`src/rtl/core/mspi_pkg.sv`:
```
// Shared types, widths, codes and helpers of the multi-servo pose interpolator.
package mspi_pkg;

    localparam int MAX_SERVOS = 16;
    localparam int SLOT_W     = $clog2(MAX_SERVOS);
    localparam int CNT_W      = $clog2(MAX_SERVOS + 1);
    localparam int POS_SHIFT  = 3;
    localparam int ID_W       = 8;
    localparam int POS_W      = 10;
    localparam int SPOS_W     = POS_W + POS_SHIFT;
    localparam int STEP_W     = SPOS_W + 1;
    localparam int DUR_W      = 16;
    localparam int FLEN_W     = 8;
    localparam int ACT_W      = 5;
    localparam int OP_W       = 3;

    // Serial divider: dividend and divisor widths.
    localparam int DIV_W      = DUR_W;
    localparam int DEN_W      = DUR_W + 1;
    localparam int DCNT_W     = $clog2(DIV_W);

    localparam int S_TDATA_W  = 40;
    localparam int M_TDATA_W  = 24;
    localparam int CFG_DATA_W = 8;
    localparam int CFG_ADDR_W = 1;

    localparam logic [SPOS_W-1:0] RESET_POS = SPOS_W'(512) << POS_SHIFT;

    localparam logic [OP_W-1:0] OP_ASSIGN_ID   = 3'd0;
    localparam logic [OP_W-1:0] OP_SET_TARGET  = 3'd1;
    localparam logic [OP_W-1:0] OP_START       = 3'd2;
    localparam logic [OP_W-1:0] OP_TICK        = 3'd3;
    localparam logic [OP_W-1:0] OP_SET_CURRENT = 3'd4;

    localparam logic [CFG_ADDR_W-1:0] CFG_ACTIVE = 1'd0;
    localparam logic [CFG_ADDR_W-1:0] CFG_FLEN   = 1'd1;

    typedef struct packed {
        logic [STEP_W-1:0] step;
        logic [SPOS_W-1:0] tgt;
        logic [SPOS_W-1:0] cur;
        logic [ID_W-1:0]   id;
    } entry_t;

    // Contents of a slot that has not been written since reset.
    function automatic entry_t reset_entry(input logic [SLOT_W-1:0] a);
        entry_t e;
        e.id   = ID_W'(a) + ID_W'(1);
        e.cur  = RESET_POS;
        e.tgt  = RESET_POS;
        e.step = '0;
        return e;
    endfunction

endpackage

```
`src/rtl/core/multi_servo_pose_interpolator.sv`:
```
// Top level of the multi-servo pose interpolator: slot memory and sequencer.
//
//  Channel  | Direction | Handshake          | Payload
//  ---------+-----------+--------------------+------------------------------------------
//  s_       | in        | s_tvalid/s_tready  | s_tuser op; s_tdata slot,id,position,dur
//  m_       | out       | m_tvalid/m_tready  | m_tdata id,position,still_moving; m_tlast
//  cfg_     | in        | cfg_we             | cfg_addr index, cfg_wdata value
//
// An assign-id or set-current item reads its slot and writes it back; a set-target item reads
// the slots in turn until the id matches. A start runs the serial divider for the frame count,
// then reads each active slot and divides for its step size; the divider is shared by the
// frame count and every step size. A frame tick updates the slots through the single memory
// port, then reads each slot again to give its result while the output is taken.
// Reset is synchronous and active low; it clears the control state and the per-slot valid
// bits, so no clearing pass runs. A stall on the result side holds the sequencer in place.
// The last result of a tick may wait in the output register while the next item is taken.
module multi_servo_pose_interpolator (
    input  logic                                aclk,
    input  logic                                aresetn,
    input  logic                                s_tvalid,
    output logic                                s_tready,
    // From bit 0: slot[4], servo_id[8], position[10], duration_ms[16], zero pad[2].
    input  logic [mspi_pkg::S_TDATA_W-1:0]      s_tdata,
    // op[3].
    input  logic [mspi_pkg::OP_W-1:0]           s_tuser,
    output logic                                m_tvalid,
    input  logic                                m_tready,
    // From bit 0: out_servo_id[8], out_position[10], still_moving[1], zero pad[5].
    output logic [mspi_pkg::M_TDATA_W-1:0]      m_tdata,
    output logic                                m_tlast,
    input  logic                                cfg_we,
    input  logic [mspi_pkg::CFG_ADDR_W-1:0]     cfg_addr,
    input  logic [mspi_pkg::CFG_DATA_W-1:0]     cfg_wdata
);

    localparam logic [2:0] S_IDLE  = 3'd0;
    localparam logic [2:0] S_RD    = 3'd1;
    localparam logic [2:0] S_MOD   = 3'd2;
    localparam logic [2:0] S_FDIV  = 3'd3;
    localparam logic [2:0] S_SDIV  = 3'd4;
    localparam logic [2:0] S_ORD   = 3'd5;
    localparam logic [2:0] S_OEMIT = 3'd6;

    // Slot memory: one word per slot, with a synchronous read registered in rd_q_reg.
    mspi_pkg::entry_t mem [mspi_pkg::MAX_SERVOS];
    mspi_pkg::entry_t rd_q_reg;
    logic             rd_vld_reg;
    logic [mspi_pkg::MAX_SERVOS-1:0] vld_reg;
    logic             rd_en;
    logic             mem_we;
    mspi_pkg::entry_t mem_wdata;

    logic [2:0] state_reg, state_next;
    logic [mspi_pkg::OP_W-1:0]     op_reg, op_next;
    logic [mspi_pkg::SLOT_W-1:0]   addr_reg, addr_next;
    logic [mspi_pkg::ID_W-1:0]     sid_reg, sid_next;
    logic [mspi_pkg::POS_W-1:0]    pos_reg, pos_next;
    logic [mspi_pkg::DEN_W-1:0]    frames_reg, frames_next;
    logic [mspi_pkg::CNT_W-1:0]    done_reg, done_next;
    logic                          moving_reg, moving_next;
    logic [mspi_pkg::ACT_W-1:0]    active_reg, active_next;
    logic [mspi_pkg::FLEN_W-1:0]   flen_reg, flen_next;

    logic [mspi_pkg::DEN_W-1:0]    div_rem_reg, div_rem_next;
    logic [mspi_pkg::DIV_W-1:0]    div_quo_reg, div_quo_next;
    logic [mspi_pkg::DEN_W-1:0]    div_den_reg, div_den_next;
    logic [mspi_pkg::DCNT_W-1:0]   div_cnt_reg, div_cnt_next;

    logic                          m_valid_reg, m_valid_next;
    logic [mspi_pkg::ID_W-1:0]     m_id_reg, m_id_next;
    logic [mspi_pkg::POS_W-1:0]    m_pos_reg, m_pos_next;
    logic                          m_mov_reg, m_mov_next;
    logic                          m_last_reg, m_last_next;

    // Input fields.
    logic [mspi_pkg::SLOT_W-1:0] in_slot;
    logic [mspi_pkg::ID_W-1:0]   in_sid;
    logic [mspi_pkg::POS_W-1:0]  in_pos;
    logic [mspi_pkg::DUR_W-1:0]  in_dur;

    assign in_slot = s_tdata[3:0];
    assign in_sid  = s_tdata[11:4];
    assign in_pos  = s_tdata[21:12];
    assign in_dur  = s_tdata[37:22];

    // Number of slots in the pose, clamped to the memory depth.
    logic [mspi_pkg::CNT_W-1:0] pose_n;
    logic                       last_slot;
    logic [mspi_pkg::FLEN_W-1:0] flen_eff;

    assign pose_n = (active_reg > mspi_pkg::ACT_W'(mspi_pkg::MAX_SERVOS))
                  ? mspi_pkg::CNT_W'(mspi_pkg::MAX_SERVOS)
                  : mspi_pkg::CNT_W'(active_reg);
    assign last_slot = (mspi_pkg::CNT_W'(addr_reg) + mspi_pkg::CNT_W'(1)) >= pose_n;
    assign flen_eff  = (flen_reg == '0) ? mspi_pkg::FLEN_W'(1) : flen_reg;

    // A slot that was never written reads as its reset contents.
    mspi_pkg::entry_t ent;
    assign ent = rd_vld_reg ? rd_q_reg : mspi_pkg::reset_entry(addr_reg);

    // Distance to target and the one-frame move.
    logic                         up;
    logic [mspi_pkg::SPOS_W-1:0]  span;
    logic                         hit;
    logic [mspi_pkg::SPOS_W-1:0]  new_cur;
    logic [mspi_pkg::STEP_W-1:0]  cur_plus;
    logic [mspi_pkg::STEP_W-1:0]  cur_minus;

    assign up        = ent.tgt > ent.cur;
    assign span      = up ? (ent.tgt - ent.cur) : (ent.cur - ent.tgt);
    assign cur_plus  = mspi_pkg::STEP_W'(ent.cur) + ent.step;
    assign cur_minus = mspi_pkg::STEP_W'(ent.cur) - ent.step;

    always_comb begin
        if (ent.cur == ent.tgt) begin
            hit     = 1'b1;
            new_cur = ent.cur;
        end else if (mspi_pkg::STEP_W'(span) < ent.step) begin
            hit     = 1'b1;
            new_cur = ent.tgt;
        end else begin
            hit     = 1'b0;
            new_cur = up ? cur_plus[mspi_pkg::SPOS_W-1:0] : cur_minus[mspi_pkg::SPOS_W-1:0];
        end
    end

    // One restoring division step per cycle.
    logic [mspi_pkg::DEN_W:0]   rem_sh;
    logic                       div_ge;
    logic [mspi_pkg::DEN_W:0]   rem_sub;
    logic [mspi_pkg::DEN_W-1:0] rem_new;
    logic [mspi_pkg::DIV_W-1:0] quo_new;
    logic                       div_fin;

    assign rem_sh  = {div_rem_reg, div_quo_reg[mspi_pkg::DIV_W-1]};
    assign div_ge  = rem_sh >= {1'b0, div_den_reg};
    assign rem_sub = rem_sh - {1'b0, div_den_reg};
    assign rem_new = div_ge ? rem_sub[mspi_pkg::DEN_W-1:0] : rem_sh[mspi_pkg::DEN_W-1:0];
    assign quo_new = {div_quo_reg[mspi_pkg::DIV_W-2:0], div_ge};
    assign div_fin = div_cnt_reg == mspi_pkg::DCNT_W'(mspi_pkg::DIV_W - 1);

    logic [mspi_pkg::CNT_W-1:0] done_sum;
    assign done_sum = done_reg + mspi_pkg::CNT_W'(hit);

    always_comb begin
        state_next   = state_reg;
        op_next      = op_reg;
        addr_next    = addr_reg;
        sid_next     = sid_reg;
        pos_next     = pos_reg;
        frames_next  = frames_reg;
        done_next    = done_reg;
        moving_next  = moving_reg;
        active_next  = active_reg;
        flen_next    = flen_reg;
        div_rem_next = div_rem_reg;
        div_quo_next = div_quo_reg;
        div_den_next = div_den_reg;
        div_cnt_next = div_cnt_reg;
        m_valid_next = m_valid_reg;
        m_id_next    = m_id_reg;
        m_pos_next   = m_pos_reg;
        m_mov_next   = m_mov_reg;
        m_last_next  = m_last_reg;
        rd_en        = 1'b0;
        mem_we       = 1'b0;
        mem_wdata    = ent;

        if (cfg_we) begin
            case (cfg_addr)
                mspi_pkg::CFG_ACTIVE: active_next = cfg_wdata[mspi_pkg::ACT_W-1:0];
                mspi_pkg::CFG_FLEN:   flen_next   = cfg_wdata[mspi_pkg::FLEN_W-1:0];
                default: ;
            endcase
        end

        if (m_valid_reg && m_tready) begin
            m_valid_next = 1'b0;
        end

        case (state_reg)
            S_IDLE: begin
                if (s_tvalid) begin
                    op_next   = s_tuser;
                    addr_next = in_slot;
                    sid_next  = in_sid;
                    pos_next  = in_pos;
                    case (s_tuser)
                        mspi_pkg::OP_ASSIGN_ID, mspi_pkg::OP_SET_CURRENT: begin
                            if (mspi_pkg::CNT_W'(in_slot) <
                                mspi_pkg::CNT_W'(mspi_pkg::MAX_SERVOS)) begin
                                state_next = S_RD;
                            end
                        end
                        mspi_pkg::OP_SET_TARGET: begin
                            addr_next = '0;
                            if (pose_n != '0) begin
                                state_next = S_RD;
                            end
                        end
                        mspi_pkg::OP_START: begin
                            div_rem_next = '0;
                            div_quo_next = in_dur;
                            div_den_next = mspi_pkg::DEN_W'(flen_eff);
                            div_cnt_next = '0;
                            state_next   = S_FDIV;
                        end
                        mspi_pkg::OP_TICK: begin
                            addr_next = '0;
                            done_next = '0;
                            if (moving_reg) begin
                                if (pose_n == '0) begin
                                    moving_next = 1'b0;
                                end else begin
                                    state_next = S_RD;
                                end
                            end
                        end
                        default: ;
                    endcase
                end
            end

            S_RD: begin
                rd_en      = 1'b1;
                state_next = S_MOD;
            end

            S_MOD: begin
                case (op_reg)
                    mspi_pkg::OP_ASSIGN_ID: begin
                        mem_we       = 1'b1;
                        mem_wdata.id = sid_reg;
                        state_next   = S_IDLE;
                    end
                    mspi_pkg::OP_SET_CURRENT: begin
                        mem_we        = 1'b1;
                        mem_wdata.cur = mspi_pkg::SPOS_W'(pos_reg) << mspi_pkg::POS_SHIFT;
                        state_next    = S_IDLE;
                    end
                    mspi_pkg::OP_SET_TARGET: begin
                        if (ent.id == sid_reg) begin
                            mem_we        = 1'b1;
                            mem_wdata.tgt = mspi_pkg::SPOS_W'(pos_reg) << mspi_pkg::POS_SHIFT;
                            state_next    = S_IDLE;
                        end else if (last_slot) begin
                            state_next = S_IDLE;
                        end else begin
                            addr_next  = addr_reg + mspi_pkg::SLOT_W'(1);
                            state_next = S_RD;
                        end
                    end
                    mspi_pkg::OP_START: begin
                        div_rem_next = '0;
                        div_quo_next = mspi_pkg::DIV_W'(span);
                        div_den_next = frames_reg;
                        div_cnt_next = '0;
                        state_next   = S_SDIV;
                    end
                    mspi_pkg::OP_TICK: begin
                        mem_we        = 1'b1;
                        mem_wdata.cur = new_cur;
                        if (last_slot) begin
                            moving_next = done_sum < pose_n;
                            addr_next   = '0;
                            state_next  = S_ORD;
                        end else begin
                            done_next  = done_sum;
                            addr_next  = addr_reg + mspi_pkg::SLOT_W'(1);
                            state_next = S_RD;
                        end
                    end
                    default: state_next = S_IDLE;
                endcase
            end

            S_FDIV: begin
                div_rem_next = rem_new;
                div_quo_next = quo_new;
                div_cnt_next = div_cnt_reg + mspi_pkg::DCNT_W'(1);
                if (div_fin) begin
                    frames_next = mspi_pkg::DEN_W'(quo_new) + mspi_pkg::DEN_W'(1);
                    addr_next   = '0;
                    if (pose_n == '0) begin
                        moving_next = 1'b1;
                        state_next  = S_IDLE;
                    end else begin
                        state_next = S_RD;
                    end
                end
            end

            S_SDIV: begin
                div_rem_next = rem_new;
                div_quo_next = quo_new;
                div_cnt_next = div_cnt_reg + mspi_pkg::DCNT_W'(1);
                if (div_fin) begin
                    mem_we         = 1'b1;
                    mem_wdata.step = mspi_pkg::STEP_W'(quo_new) + mspi_pkg::STEP_W'(1);
                    if (last_slot) begin
                        moving_next = 1'b1;
                        state_next  = S_IDLE;
                    end else begin
                        addr_next  = addr_reg + mspi_pkg::SLOT_W'(1);
                        state_next = S_RD;
                    end
                end
            end

            S_ORD: begin
                rd_en      = 1'b1;
                state_next = S_OEMIT;
            end

            S_OEMIT: begin
                if (!m_valid_reg || m_tready) begin
                    m_valid_next = 1'b1;
                    m_id_next    = ent.id;
                    m_pos_next   = ent.cur[mspi_pkg::SPOS_W-1:mspi_pkg::POS_SHIFT];
                    m_mov_next   = moving_reg;
                    m_last_next  = last_slot;
                    if (last_slot) begin
                        state_next = S_IDLE;
                    end else begin
                        addr_next  = addr_reg + mspi_pkg::SLOT_W'(1);
                        state_next = S_ORD;
                    end
                end
            end

            default: state_next = S_IDLE;
        endcase
    end

    always_ff @(posedge aclk) begin
        if (mem_we) begin
            mem[addr_reg] <= mem_wdata;
        end
        if (rd_en) begin
            rd_q_reg <= mem[addr_reg];
        end
    end

    always_ff @(posedge aclk) begin
        if (!aresetn) begin
            state_reg   <= S_IDLE;
            moving_reg  <= 1'b0;
            active_reg  <= mspi_pkg::ACT_W'(16);
            flen_reg    <= mspi_pkg::FLEN_W'(33);
            m_valid_reg <= 1'b0;
            vld_reg     <= '0;
            rd_vld_reg  <= 1'b0;
        end else begin
            state_reg   <= state_next;
            moving_reg  <= moving_next;
            active_reg  <= active_next;
            flen_reg    <= flen_next;
            m_valid_reg <= m_valid_next;
            if (mem_we) begin
                vld_reg[addr_reg] <= 1'b1;
            end
            if (rd_en) begin
                rd_vld_reg <= vld_reg[addr_reg];
            end
        end
    end

    always_ff @(posedge aclk) begin
        op_reg      <= op_next;
        addr_reg    <= addr_next;
        sid_reg     <= sid_next;
        pos_reg     <= pos_next;
        frames_reg  <= frames_next;
        done_reg    <= done_next;
        div_rem_reg <= div_rem_next;
        div_quo_reg <= div_quo_next;
        div_den_reg <= div_den_next;
        div_cnt_reg <= div_cnt_next;
        m_id_reg    <= m_id_next;
        m_pos_reg   <= m_pos_next;
        m_mov_reg   <= m_mov_next;
        m_last_reg  <= m_last_next;
    end

    assign s_tready = state_reg == S_IDLE;
    assign m_tvalid = m_valid_reg;
    assign m_tdata  = {5'b0, m_mov_reg, m_pos_reg, m_id_reg};
    assign m_tlast  = m_last_reg;

endmodule

```
`config.mk`:
```
export PLATFORM = sky130hd
export DESIGN_NAME = multi_servo_pose_interpolator
export DESIGN_NICKNAME = d
export VERILOG_FILES = /design/src/rtl/core/mspi_pkg.sv /design/src/rtl/core/multi_servo_pose_interpolator.sv
export SDC_FILE = /design/constraint.sdc
export NUM_CORES = 1
export LEC_CHECK = 0
export ABC_AREA = 1
export BUFFER_PORTS_ARGS = -buffer_cell sky130_fd_sc_hd__buf_4
export CAP_MARGIN = 20
export CORE_AREA = 2 2 416 418
export DETAILED_ROUTE_END_ITERATION = 8
export DIE_AREA = 0 0 418 420
export PLACE_DENSITY = 0.43
export REMOVE_ABC_BUFFERS = 1
export SLEW_MARGIN = 20
export SYNTH_ARGS = -nofsm -noshare
export SYNTH_HDL_FRONTEND = slang
export SYNTH_SLANG_ARGS = --single-unit
```
`constraint.sdc`:
```
create_clock -name aclk -period 7 [get_ports aclk]
set_input_delay 0.7 -clock aclk [delete_from_list [all_inputs] [get_ports aclk]]
set_output_delay 0.7 -clock aclk [all_outputs]
set_load 0.01 [all_outputs]
```
==> results of run 1 <==
[power by group]
part           total, uW  internal (uW)  leakage [uW]  switching (uW)
Clock               5570           3210       0.00165            2360
Combinational      11900           3480       0.00710            8420
Sequential          7790           7530       0.00892             267
Total              25300          14200        0.0177           11000
[cells in the mapped netlist (all sizes together) (25+ instances only)]
cell and count:
clkbuf 175, nand2 572, ha 75, o22ai 203, edfxtp 937, nand3 85, inv 276, o21ai 513
xor2 45, nor2 549, a21oi 91, dfxtp 35, nand4 70, buf 25
[through the flow]
stage | worst slack, ns | hold WS, ns | std cells | instance area [um^2] | total power, uW
floorplan | -11.68 | 0.431 | 3576 | 41700 | 15800
global placement | 0.579 | 0.446 | 5970 | 46000 | 20000
detailed placement | 0.572 | 0.452 | 5970 | 46000 | 19800
CTS | 0.478 | 0.0975 | 6164 | 49400 | 25500
global route | 0.0241 | 0.109 | 6164 | 49400 | 27100
finish | 0.510 | 0.152 | 6164 | 49400 | 25300
[cell type report]
type,count,area (um^2),area share (%)
flip-flops and latches,972,28800,58.4
multi-input cells,2326,11900,24.1
clock buffers,134,2820,5.71
well taps,2233,2790,5.65
repair buffers,161,1370,2.77
inverters,278,1080,2.19
clock inverters,60,582,1.18
[placed cells by master, fill, tap and decap left out, types with 5 or more instances in the layout]
cell type and instances:
xor2_1 45, nor4_1 5, o211ai_1 12, nand2_2 12, nand3_2 11, nand2_4 5
clkinv_1 25, o22ai_1 203, clkinv_2 30, nand4_1 70, a21oi_1 90, inv_1 248
nor2_1 527, conb_1 5, clkbuf_1 25, or2_2 5, o21ai_1 11, buf_4 148
a21o_1 8, xnor2_1 11, o221ai_1 8, dfxtp_1 34, nor3_1 12, o21ai_0 498
bufinv_16 10, clkbuf_16 109, edfxtp_1 937, ha_1 75, buf_12 13, nand3_1 74
nor2_4 16, nand2_1 555, inv_2 10, a211oi_1 6, nor2_2 6
[critical path, delay by kind of cell, from the launching register on]
kind / cells / cell delay, ns
buf+inv: 3 / 0.33
flops: 1 / 0.67
xor+xnor: 1 / 0.25
fa+ha+maj: 5 / 1.51
compound gates: 9 / 1.39
simple gates: 13 / 2.20
[layer usage]
metal,routed length (um),vias up,track usage [%]
li1,-,13570,-
met1,62600,14456,20.6
met2,66600,636,26.2
met3,5180,158,2.15
met4,3780,0,4.27
met5,0,-,0
[path summary, 6_finish.rpt]
path                from     endpoint  slack, ns
max           rd_vld_reg   moving_reg       0.51
min           s_tdata[5]   sid_reg[1]       0.15
max reg2reg   rd_vld_reg   moving_reg       0.51
min reg2reg  vld_reg[13]  vld_reg[13]       0.46
[logic make-up (layout without fill, tap and decap cells)]
kind of cell,count (synthesis),after routing
flip-flops,972,972
XOR/XNOR,56,56
buffers and inverters,478,633
AND/OR/NAND/NOR,1310,1310
other,1,5
AO/OA/AOI/OAI,873,873
multiplexers,5,5
adder cells (fa/ha/maj),77,77
==> flow_summary.toml, run 1 <==
[yosys]
avgSynthCellArea_um2 = 11.3
synth.distinct_cells = 62
synth.top_cell.area_share_pct = 66.1
synthMuxAreaShare_pct = 0.126
synth-seq-cells = 972
synth_xor_area_share_pct = 1.15
syn-cell-area_um2 = 42500
synth_compound_area_share_pct = 11.4
synth.area.top_cells = "edfxtp_1 (66%), o21ai_0 (5.9%), nand2_1 (4.9%)"
ys_warn_count = 0
async_flop_share_pct = 0
synthCells = 3772
synth_area_leader_cell = "edfxtp_1"
synth_top_family_by_area = "simple AND/OR/NAND/NOR gates"
seq_area_frac_synth_pct = 67.8
synth-edff-count = 937
synthSimpleGateAreaFrac_pct = 12.9
synth_fa_ha_area_share_pct = 2.30
ys.flop_type = "edfxtp_1"

[layout]
layout.nets = 3979
largest_register_ffs = 768
syn2layout_area_growth_pct = 16.2
drive_above_1_share_pct = 10.3
final_util_pct = 28.9
final.fill_count = 17589
diodes = 0

[clock_network]
htreeDepth = 3
cts_hold_repair.buffers = 0
cts_buffers = 106
clk_latency_ns = 0.72
cts_setup_buffers = 0
clockRootBuffer = "clkbuf_16"
cts.repair.resized = 0
cts_buffer_depth = 3
clk_pin_slew_ns = 0.06
cts.sinks = 972
cts_tree = "yes"

[power]
leakage_uw = 0.0177
vdd_drop_max_mv = 0.804
p_per_area_nw_per_um2 = 511

[route]
first_pass_iters = 5
via_per_inst = 4.68
post_drt_wl_per_cell_um = 22.4
drc = 0
drt-initial-drc-count = 2226
vias = 28820
antenna_left = 0
wirelength_um = 138000

[worst_setup_path]
slowest_delay_ns = 0.67
criticalPathCategory = "flip-flop to flip-flop"
critical_path.max_fanout = 30
endpoint_kind = "flip-flop"
reg2regPathDepth = 31
cpMaxStageDelayCell = "dfxtp_2"
worstPathArrival_ns = 7.10
cp-start-kind = "flip-flop"
cp_data_required_time_ns = 7.61
cpMostUsedCell = "ha_1"

[sta]
setup_violations = 0
relSlewSlack_pct = 29.8
final_hold_viol_count = 0
final.setup.tns_ns = 0
finalCritPeriodShare_pct = 92.7
fmax_ghz = 0.154
post-route-min-period_ns = 6.49
maxSlewViolCount = 0
clock-skew-final_ns = 0.0323
rsz0062_at_grt = "false"
worst_pin_slew_ns = 1.05

[floorplanning]
fp.coreArea_um2 = 171000
die_h_um = 420
io_pins = 84
rows = 152
start_util_pct = 24.9
die-area_um2 = 176000
die_width_um = 418

[run]
maxCapViolations = 0

[global_route]
grt_pass1_vias = 27909
grt_max_degree = 98
grt_pass1_wl_um = 199000
overflow = 0
antenna_found_initial = 2
grt.total_usage_pct = 15.5

[placed_design]
gp_congestion = 0.905
portBuffers = 76
hpwl_um = 82100

[min_path]
hold_path.class = "primary input to flip-flop"
min_path_cells = 1

[outcome]
status = "completed"
Note: power is estimated with default switching activity, not from simulation.
==> inputs of run 2 (changes only) <==
CTS_BUF_LIST = sky130_fd_sc_hd__clkbuf_16   (was not set)
==> run 2 against run 1 <==
Compared with the run above: non-clock buffer count unchanged; flip-flop and latch count unchanged; utilization unchanged; fmax decreased by 0.15%; largest cell class unchanged.
==> flow_summary.toml, run 2 (synthesized netlist as in run 1, its figures left out) <==
[placed_design]
hpwl_um = 82100
gp_congestion = 0.905
portBuffers = 76
post-place-ws_ns = 0.572

[floorplanning]
io_pins = 84
die-area_um2 = 176000
die_width_um = 418
fp.coreArea_um2 = 171000
rows = 152
die_h_um = 420
start_util_pct = 24.9

[power]
leakage_uw = 0.0178
vdd_drop_max_mv = 0.804
p_per_area_nw_per_um2 = 511

[route]
met3RoutedLength_um = 5310
wirelength_um = 138000
drc = 0
vias = 28809
top_layer = "met4"
antenna_left = 0
wl_met2_um = 66600
via_per_inst = 4.67
first_pass_iters = 5
m1WireLength_um = 62500
post_drt_wl_per_cell_um = 22.4
drt-initial-drc-count = 2269

[layout]
final_cell_mix = "edfxtp_1 (937), nand2_1 (555), nor2_1 (527), o21ai_0 (498), inv_1 (273)"
largest_register_ffs = 768
final.fill_count = 17589
drive_above_1_share_pct = 10.3
diodes = 0
layout_commonest_cell = "edfxtp_1"
syn2layout_area_growth_pct = 16.2
final_util_pct = 28.9
layout.nets = 3979

[clock_network]
clk_pin_slew_ns = 0.06
cts.repair.resized = 0
cts_tree = "yes"
cts_setup_buffers = 0
htreeDepth = 3
clockRootBuffer = "clkbuf_16"
cts_hold_repair.buffers = 0
cts_buffers = 106
clk_latency_ns = 0.72
cts_buffer_depth = 3
cts.sinks = 972

[worst_setup_path]
critical_path.max_fanout = 30
criticalPathCategory = "flip-flop to flip-flop"
slowest_delay_ns = 0.68
cp-start-kind = "flip-flop"
cpMostUsedCell = "ha_1"
worstPathArrival_ns = 7.11
cp_data_required_time_ns = 7.61
endpoint_kind = "flip-flop"
cpMaxStageDelayCell = "dfxtp_2"

[global_route]
overflow = 0
antenna_found_initial = 2
grt_pass1_wl_um = 199000
grt_pass1_vias = 27916
grt.total_usage_pct = 15.5
grt_max_degree = 98

[sta]
final_hold_viol_count = 0
rsz0062_at_grt = "false"
post-route-min-period_ns = 6.50
setup_violations = 0
fmax_ghz = 0.154
maxSlewViolCount = 0
worst_pin_slew_ns = 1.05
fin_ws_ns = 0.501
relSlewSlack_pct = 29.8
final.setup.tns_ns = 0
clock-skew-final_ns = 0.0321
finalCritPeriodShare_pct = 92.8

[min_path]
hold_path.class = "primary input to flip-flop"

[outcome]
status = "completed"

[run]
maxCapViolations = 0
-- run 2: metal layers --
layer | GRT usage, % | vias up
met2 | 26.2 | 622
met4 | 4.27 | 0
met5 | 0 | -
met1 | 20.5 | 14453
li1 | - | 13573
met3 | 2.15 | 161
-- run 2: area by class of cell --
class,instances,area (um^2),area share [%]
clock buffer,109,2730,5.52
clock inverter,85,676,1.37
inverter,278,1080,2.19
multi-input combinational,2326,11900,24.1
sequential,972,28800,58.4
tap,2233,2790,5.65
timing repair buffer,161,1370,2.77
-- run 2: path summary, 6_finish.rpt --
path / to / start / slack [ns] / cells after the start
setup / recovery: moving_reg / rd_vld_reg / 0.50 / 31
hold / removal: sid_reg[1] / s_tdata[5] / 0.15 / 1
setup reg to reg: moving_reg / rd_vld_reg / 0.50 / 31
hold reg to reg: vld_reg[13] / vld_reg[13] / 0.46 / 2
-- run 2: stage by stage --
stage | std cells | power [uW] | hold WS [ns] | cell area, um^2
2_1_floorplan | 3576 | 15800 | 0.431 | 41700
3_3_place_gp | 5970 | 20000 | 0.446 | 46000
3_5_place_dp | 5970 | 19800 | 0.452 | 46000
4_1_cts | 6164 | 25500 | 0.0972 | 49400
5_1_grt | 6164 | 27000 | 0.109 | 49400
6_report | 6164 | 25200 | 0.154 | 49400
-- run 2: worst max-delay path: cells and delay by family, from the launching register on --
family	cells	cell delay, ns
XOR/XNOR	1	0.25
buffers and inverters	3	0.34
AO/OA/AOI/OAI	9	1.39
flip-flops	1	0.68
AND/OR/NAND/NOR	13	2.21
adder cells (fa/ha/maj)	5	1.51
-- run 2: report_power, final --
group          switching [uW]  internal [uW]
Sequential                267           7530
Clock                    2360           3180
Combinational            8430           3480
